File: src/hw/rtl/sds_pkg.sv
// Package for the seven-segment decimal scanner.
// Holds controller state, command/status structs and the segment lookup.
// No dependencies.
package sds_pkg;

	localparam int VALUE_W    = 32;
	localparam int BCD_DIGITS = 10;
	localparam int BCD_W      = 4 * BCD_DIGITS;
	localparam int STEPS      = VALUE_W;
	localparam int STEP_W     = $clog2(STEPS);
	localparam int SEL_W      = 3;
	localparam int SEG_W      = 8;

	typedef enum logic [1:0] {
		ST_IDLE,
		ST_CONV,
		ST_STORE
	} state_t;

	// controller -> datapath
	typedef struct packed {
		logic load;
		logic tick;
		logic shift;
		logic store;
	} ctrl_cmd_t;

	// datapath/ports -> controller
	typedef struct packed {
		logic item_valid;
		logic action;
		logic out_busy;
	} ctrl_sts_t;

	localparam logic ACT_LOAD = 1'b0;
	localparam logic ACT_TICK = 1'b1;

	// segment code, bit0 = a .. bit6 = g, point always off
	function automatic logic [SEG_W-1:0] seg_code(input logic [3:0] d);
		logic [SEG_W-1:0] c;
		case (d)
			4'd0: c = 8'h3F;
			4'd1: c = 8'h06;
			4'd2: c = 8'h5B;
			4'd3: c = 8'h4F;
			4'd4: c = 8'h66;
			4'd5: c = 8'h6D;
			4'd6: c = 8'h7D;
			4'd7: c = 8'h07;
			4'd8: c = 8'h7F;
			4'd9: c = 8'h6F;
			default: c = 8'h00;
		endcase
		return c;
	endfunction

endpackage

File: src/hw/rtl/sds_if.sv
// Valid/ready channel interfaces for the input items and the scan results.
// Depends on sds_pkg for field widths.
interface sds_in_if import sds_pkg::*; ();
	logic               valid;
	logic               ready;
	logic               action;
	logic [VALUE_W-1:0] value;

	modport source (output valid, output action, output value, input ready);
	modport sink   (input valid, input action, input value, output ready);
endinterface

interface sds_out_if import sds_pkg::*; ();
	logic             valid;
	logic             ready;
	logic [SEL_W-1:0] digit_select;
	logic [SEG_W-1:0] segments;
	logic             overflow;

	modport source (output valid, output digit_select, output segments, output overflow,
		input ready);
	modport sink   (input valid, input digit_select, input segments, input overflow,
		output ready);
endinterface

File: src/hw/rtl/seven_segment_decimal_scanner.sv
// Top level of the seven-segment decimal scanner: controller plus datapath.
// Depends on sds_pkg, sds_if, sds_ctrl, sds_dpath.
//
//  channel  dir  payload                               beat per
//  item     in   action, value[31:0]                   load or tick
//  disp     out  digit_select[2:0], segments[7:0], overflow   tick
//
// A tick's result sits in an output register, so
// ticks go back to back while the sink keeps up.
// A load runs in order: accept, 32 shift-add-3 steps, one store of all codes.
// No item is taken during a load, nor while the result register is full and stalled.
// Reset clears the codes (display blank), scan position and overflow flag.
module seven_segment_decimal_scanner import sds_pkg::*; #(
	parameter int NUM_DIGITS = 8
) (
	input logic       clk,
	input logic       arst_n,
	sds_in_if.sink    item,
	sds_out_if.source disp
);

	ctrl_sts_t sts;
	ctrl_cmd_t cmd;

	assign sts.item_valid = item.valid;
	assign sts.action     = item.action;
	assign sts.out_busy   = disp.valid && !disp.ready;

	sds_ctrl u_ctrl (
		.clk        (clk),
		.arst_n     (arst_n),
		.sts        (sts),
		.cmd        (cmd),
		.item_ready (item.ready)
	);

	sds_dpath #(
		.NUM_DIGITS (NUM_DIGITS)
	) u_dpath (
		.clk          (clk),
		.arst_n       (arst_n),
		.cmd          (cmd),
		.value        (item.value),
		.out_ready    (disp.ready),
		.out_valid    (disp.valid),
		.digit_select (disp.digit_select),
		.segments     (disp.segments),
		.overflow     (disp.overflow)
	);

endmodule

File: src/hw/rtl/sds_ctrl.sv
// Controller: sequences the double-dabble conversion and gates input beats.
// Depends on sds_pkg.
module sds_ctrl import sds_pkg::*; (
	input  logic      clk,
	input  logic      arst_n,
	input  ctrl_sts_t sts,
	output ctrl_cmd_t cmd,
	output logic      item_ready
);

	state_t            state_q, state_d;
	logic [STEP_W-1:0] cnt_q;
	logic              last_step;

	assign last_step = (cnt_q == STEP_W'(STEPS - 1));

	always_comb begin
		state_d = state_q;
		case (state_q)
			ST_IDLE: begin
				if (cmd.load)
					state_d = ST_CONV;
			end
			ST_CONV: begin
				if (last_step)
					state_d = ST_STORE;
			end
			ST_STORE: state_d = ST_IDLE;
			default:  state_d = ST_IDLE;
		endcase
	end

	always_comb begin
		item_ready = 1'b0;
		cmd        = '0;
		case (state_q)
			ST_IDLE: begin
				item_ready = !sts.out_busy;
				cmd.load   = sts.item_valid && !sts.out_busy && (sts.action == ACT_LOAD);
				cmd.tick   = sts.item_valid && !sts.out_busy && (sts.action == ACT_TICK);
			end
			ST_CONV:  cmd.shift = 1'b1;
			ST_STORE: cmd.store = 1'b1;
			default: begin
				item_ready = 1'b0;
			end
		endcase
	end

	always_ff @(posedge clk or negedge arst_n) begin
		if (!arst_n) begin
			state_q <= ST_IDLE;
			cnt_q   <= '0;
		end else begin
			state_q <= state_d;
			if (cmd.load)
				cnt_q <= '0;
			else if (cmd.shift)
				cnt_q <= cnt_q + STEP_W'(1);
		end
	end

	a_load_starts: assert property (@(posedge clk) disable iff (!arst_n)
		cmd.load |=> (state_q == ST_CONV) && (cnt_q == '0))
		else $error("conversion did not start after load");

	a_store_follows: assert property (@(posedge clk) disable iff (!arst_n)
		(state_q == ST_CONV) && last_step |=> (state_q == ST_STORE))
		else $error("store did not follow last shift");

	a_busy_blocks: assert property (@(posedge clk) disable iff (!arst_n)
		(state_q != ST_IDLE) |-> !item_ready)
		else $error("input ready while converting");

endmodule

File: src/hw/rtl/sds_dpath.sv
// Datapath: shift-add-3 converter, digit code buffer, scan position and
// result register. Depends on sds_pkg.
module sds_dpath import sds_pkg::*; #(
	parameter int NUM_DIGITS = 8
) (
	input  logic               clk,
	input  logic               arst_n,
	input  ctrl_cmd_t          cmd,
	input  logic [VALUE_W-1:0] value,
	input  logic               out_ready,
	output logic               out_valid,
	output logic [SEL_W-1:0]   digit_select,
	output logic [SEG_W-1:0]   segments,
	output logic               overflow
);

	localparam int POS_W = (NUM_DIGITS > 1) ? $clog2(NUM_DIGITS) : 1;

	logic [VALUE_W-1:0]   bin_q;
	logic [BCD_W-1:0]     bcd_q;
	logic [BCD_W-1:0]     bcd_adj;
	logic [SEG_W-1:0]     codes_q [NUM_DIGITS];
	logic [SEG_W-1:0]     codes_d [NUM_DIGITS];
	logic [BCD_DIGITS-1:0] lead_zero;  // digit k and all above are zero
	logic                 ovf_d;
	logic                 ovf_q;
	logic [POS_W-1:0]     pos_q;
	logic [POS_W+SEL_W-1:0] pos_ext;
	logic                 out_valid_q;
	logic [SEL_W-1:0]     sel_q;
	logic [SEG_W-1:0]     seg_q;
	logic                 ovf_out_q;

	always_comb begin
		for (int i = 0; i < BCD_DIGITS; i++) begin
			if (bcd_q[4*i +: 4] >= 4'd5)
				bcd_adj[4*i +: 4] = bcd_q[4*i +: 4] + 4'd3;
			else
				bcd_adj[4*i +: 4] = bcd_q[4*i +: 4];
		end
	end

	always_comb begin
		lead_zero[BCD_DIGITS-1] = (bcd_q[BCD_W-1 -: 4] == 4'd0);
		for (int k = BCD_DIGITS - 2; k >= 0; k--)
			lead_zero[k] = lead_zero[k+1] && (bcd_q[4*k +: 4] == 4'd0);
	end

	// rightmost position holds digit 0; blank above the top nonzero digit
	always_comb begin
		ovf_d = 1'b0;
		for (int i = NUM_DIGITS; i < BCD_DIGITS; i++)
			ovf_d = ovf_d || (bcd_q[4*i +: 4] != 4'd0);
		for (int p = 0; p < NUM_DIGITS; p++) begin
			if ((NUM_DIGITS - 1 - p) > 0 && lead_zero[NUM_DIGITS - 1 - p])
				codes_d[p] = '0;
			else
				codes_d[p] = seg_code(bcd_q[4*(NUM_DIGITS - 1 - p) +: 4]);
		end
	end

	always_ff @(posedge clk) begin
		if (cmd.load) begin
			bin_q <= value;
			bcd_q <= '0;
		end else if (cmd.shift) begin
			bcd_q <= {bcd_adj[BCD_W-2:0], bin_q[VALUE_W-1]};
			bin_q <= {bin_q[VALUE_W-2:0], 1'b0};
		end
	end

	always_ff @(posedge clk or negedge arst_n) begin
		if (!arst_n) begin
			for (int p = 0; p < NUM_DIGITS; p++)
				codes_q[p] <= '0;
			ovf_q       <= 1'b0;
			pos_q       <= '0;
			out_valid_q <= 1'b0;
		end else begin
			if (cmd.store) begin
				for (int p = 0; p < NUM_DIGITS; p++)
					codes_q[p] <= codes_d[p];
				ovf_q <= ovf_d;
			end
			if (cmd.tick) begin
				out_valid_q <= 1'b1;
				if (pos_q == POS_W'(NUM_DIGITS - 1))
					pos_q <= '0;
				else
					pos_q <= pos_q + POS_W'(1);
			end else if (out_ready) begin
				out_valid_q <= 1'b0;
			end
		end
	end

	assign pos_ext = {{SEL_W{1'b0}}, pos_q};

	always_ff @(posedge clk) begin
		if (cmd.tick) begin
			sel_q     <= pos_ext[SEL_W-1:0];
			seg_q     <= codes_q[pos_q];
			ovf_out_q <= ovf_q;
		end
	end

	assign out_valid    = out_valid_q;
	assign digit_select = sel_q;
	assign segments     = seg_q;
	assign overflow     = ovf_out_q;

	a_tick_shows: assert property (@(posedge clk) disable iff (!arst_n)
		cmd.tick |=> out_valid_q && (sel_q == $past(pos_ext[SEL_W-1:0])))
		else $error("tick beat not presented");

	a_pos_range: assert property (@(posedge clk) disable iff (!arst_n)
		pos_q <= POS_W'(NUM_DIGITS - 1))
		else $error("scan position out of range");

	a_hold_stable: assert property (@(posedge clk) disable iff (!arst_n)
		out_valid_q && !out_ready |=> out_valid_q && $stable(sel_q) && $stable(seg_q)
			&& $stable(ovf_out_q))
		else $error("display beat changed while stalled");

endmodule
File: src/flat_wrapper.sv
// flat-port wrapper written by rule: the top's interface ports become plain ports
module seven_segment_decimal_scanner_flat import sds_pkg::*;
#(
	parameter int NUM_DIGITS = 8
)
  (clk, arst_n, item_valid, item_action, item_value, item_ready, disp_valid, disp_digit_select, disp_segments, disp_overflow, disp_ready);
  sds_in_if item_i ();
  sds_out_if disp_i ();
  input logic clk;
  input logic arst_n;
  input wire logic [$bits(item_i.valid)-1:0] item_valid;
  input wire logic [$bits(item_i.action)-1:0] item_action;
  input wire logic [$bits(item_i.value)-1:0] item_value;
  output wire logic [$bits(item_i.ready)-1:0] item_ready;
  output wire logic [$bits(disp_i.valid)-1:0] disp_valid;
  output wire logic [$bits(disp_i.digit_select)-1:0] disp_digit_select;
  output wire logic [$bits(disp_i.segments)-1:0] disp_segments;
  output wire logic [$bits(disp_i.overflow)-1:0] disp_overflow;
  input wire logic [$bits(disp_i.ready)-1:0] disp_ready;
  assign item_i.valid = item_valid;
  assign item_i.action = item_action;
  assign item_i.value = item_value;
  assign item_ready = item_i.ready;
  assign disp_valid = disp_i.valid;
  assign disp_digit_select = disp_i.digit_select;
  assign disp_segments = disp_i.segments;
  assign disp_overflow = disp_i.overflow;
  assign disp_i.ready = disp_ready;
  seven_segment_decimal_scanner #(.NUM_DIGITS(NUM_DIGITS)) u_core (.clk(clk), .arst_n(arst_n), .item(item_i), .disp(disp_i));
endmodule
File: config.mk
export PLATFORM = sky130hd
export DESIGN_NAME = seven_segment_decimal_scanner_flat
export DESIGN_NICKNAME = d
export VERILOG_FILES = /design/src/hw/rtl/sds_pkg.sv /design/src/hw/rtl/sds_if.sv /design/src/hw/rtl/seven_segment_decimal_scanner.sv /design/src/hw/rtl/sds_ctrl.sv /design/src/hw/rtl/sds_dpath.sv /design/src/flat_wrapper.sv
export SDC_FILE = /design/constraint.sdc
export NUM_CORES = 1
export LEC_CHECK = 0
export ABC_AREA = 0
export BUFFER_PORTS_ARGS = -buffer_cell sky130_fd_sc_hd__buf_2
export CORE_MARGIN = 3
export CORE_UTILIZATION = 47
export DETAILED_ROUTE_END_ITERATION = 16
export PLACE_DENSITY = 0.75
export SLEW_MARGIN = 20
export SYNTH_ARGS = -nofsm -noshare
export SYNTH_HDL_FRONTEND = slang
export SYNTH_SLANG_ARGS = --single-unit
File: constraint.sdc
create_clock -name clk -period 3.5 [get_ports clk]
set_clock_uncertainty 0.05 [all_clocks]
set_input_delay 0.35 -clock clk [delete_from_list [all_inputs] [get_ports clk]]
set_output_delay 0.35 -clock clk [all_outputs]
set_load 0.005 [all_outputs]
==> results.json <==
{
  "utilization_pct": 53.2,
  "synthesis.nets": 1101,
  "dp_hpwl_um": 15200,
  "antenna_found_initial": 0,
  "end_kind": "register",
  "r2r_cells": 10,
  "netlist_area_mm2": 0.0105,
  "grt_pass1_vias": 7031,
  "cts_resized": 0,
  "wl_per_cell_um": 16.8,
  "ys_dominant_reg_cell": "dfxtp_1",
  "area_growth_pct": 9.16,
  "die_h_um": 155,
  "hp-start": "item_value[21]",
  "synth_cell_types": 74,
  "drive_gt1_share_pct": 19.3,
  "clk_latency_ps": 440,
  "hold_path.class": "input pin to register",
  "p_int_mw": 7.23,
  "path_class": "register to register",
  "peakVddDrop_v": 0.000434,
  "slew_violations": 0,
  "power_frac_clock_pct": 14.6,
  "dpl-instance-area_mm2": 0.0109,
  "drc": 0,
  "r2r_setup_slack_ps": 740,
  "ys_ff_latch": 200,
  "p_leak_nw": 5.03,
  "p_comb_share_pct": 52.7,
  "tritoncts": "done",
  "initial_utilization_pct": 48.7,
  "cellPowerDensity_mw_per_mm2": 1130,
  "ctsHtreeMaxLevel": 4,
  "die_w_um": 155,
  "rows": 53,
  "layout_common_cells": "nand2_1, dfxtp_1, ha_1",
  "finalSetupTns_ps": 0,
  "worstPathRequired_ps": 3750,
  "finalHoldViolCount": 0,
  "clk_pin_slew_ps": 80,
  "ioPinCount": 51,
  "viasPerCell": 5.61,
  "async_flop_share_pct": 34.0,
  "crit_family": "compound AO/OA/AOI/OAI gates",
  "routabilityCongestion": 0.851,
  "numCtsBuffers": 17,
  "seqPwrFrac_pct": 32.6,
  "total_power_mw": 13.0,
  "status": "completed",
  "max_freq_mhz": 362,
  "cp_slowest_stage_delay_ps": 490,
  "synth_seq_area_share_pct": 45.6,
  "slowest_stage": "dfxtp_1",
  "hold_depth": 3,
  "routed_wl_um": 21800,
  "fin_crit_ps": 2760,
  "core_area_mm2": 0.0215,
  "cp.arrival_ps": 3010,
  "die_area_mm2": 0.0241,
  "max_slew_margin_pct": 35.8,
  "worstPathMaxFanout": 6,
  "postRouteAntennaNets": 0,
  "max_cap_violations": 0,
  "io_buffers": 49,
  "synth_cells": 985,
  "worst_pin_slew_ps": 964,
  "switchingPower_mw": 5.73,
  "hold_end": "u_core.u_dpath.bin_q[21]",
  "reg2reg_from": "u_core.u_dpath.bcd_q[9]",
  "fin_crit_sh_pct": 78.8,
  "cts_root_buffer": "clkbuf_16",
  "first_iter_violations": 511,
  "swShare_pct": 44.2,
  "fill_cells": 1863,
  "crit_chain": "inv_1, ha_1, nand2b_1, or3b_2, a21oi_1, a21o_1, inv_1, ha_1, a22oi_1, o22ai_1",
  "diodes": 0,
  "yosys_warnings": 0,
  "crit_buf_inv": 2,
  "grt_pass1_wl_um": 36300,
  "worstSetupStartpoint": "u_core.u_dpath.bcd_q[9]",
  "start_kind": "register",
  "design_area_mm2": 0.0114,
  "clkSinkCount": 200,
  "gr-usage-all-layers_pct": 18.5,
  "nNetsFinal": 1129,
  "cts_buffer_depth": 2,
  "rsz0062_at_grt": "false",
  "via_count": 7305,
  "postSynthAreaPerCell_um2": 10.6,
  "layout_commonest_cell": "nand2_1",
  "grt_max_degree": 71,
  "gr-total-overflow": 0,
  "first_pass_iters": 5,
  "setup_viol": 0,
  "synth_edf_count": 43
}
## layer usage
metal / GRT usage (%) / routed length [um] / up-vias
met5: 0 / 0 / -
met4: 5.09 / 320 / 0
met3: 3.56 / 779 / 21
met2: 29.6 / 10300 / 137
met1: 25.8 / 10500 / 3536
li1: - / - / 3611
## worst max path at each step
| stage | to | slack (ps) | depth (start not counted) |
|---|---|---|---|
| after floorplan | register | 1100 | 10 |
| final | register | 740 | 10 |
| after global routing | register | 530 | 10 |
| after CTS | register | 770 | 9 |
| after detailed placement | register | 800 | 8 |
| after global placement | register | 900 | 10 |
## cell families after synthesis
group | share of synthesized area (%)
buffers and inverters | 5.29
AOI/OAI and AO/OA | 22.5
DFF | 45.6
adders and majority gates | 9.44
muxes | 4.74
xor gates and xnor gates | 0.585
and+or+nand+nor | 11.9
other | 0.0358
## worst register-to-register path, cell delays in order, from the launching register on
cell      delay, ps
dfxtp_1         490
inv_1           140
ha_1            240
nand2b_1        170
or3b_2          460
a21oi_1         270
a21o_1          190
inv_1           100
ha_1            220
a22oi_1         190
o22ai_1         100
## layout make-up
class                      count  area [um2]  area share (%)
clock buffer                  18         429            3.75
clock inverter                14         143            1.25
inverter                      69         259            2.27
multi-input combinational    666        5150            45.0
sequential                   200        4770            41.8
tap                          275         344            3.01
timing repair buffer          59         335            2.93
## power by group through the flow
stage / logic (mW) / registers, mW / clock network [mW]
final: 6.83 / 4.23 / 1.89
after global routing: 7.67 / 4.34 / 2.02
after CTS: 6.81 / 4.21 / 1.92
after detailed placement: 6.70 / 4.26 / 0
after global placement: 6.54 / 4.23 / 0
after floorplan: 5.65 / 3.92 / 0
## cells in the mapped netlist, drive strengths merged (29+ instances only)
library cell  count  area, um2
dfrtp            68       1700
ha               79        988
a21oi            29        149
buf              37        246
o22ai            32        219
dfxtp            89       1780
inv              69        259
a22o             45        394
nor2             45        179
edfxtp           43       1290
o21ai            62        337
nand2           134        503
## repair_timing
action / in CTS / in global routing
buffers inserted: 0 / 0
hold buffers: 1 / 0
hold endpoints to repair: 13 / 0
## per-stage QoR
step,setup WS (ps),std cells,hold slack [ps]
floorplan,1100,985,4.41
global placement,896,1268,267
detailed placement,797,1268,265
CTS,768,1301,105
global route,531,1301,102
finish,740,1301,117
Note: power is estimated with default switching activity, not from simulation.
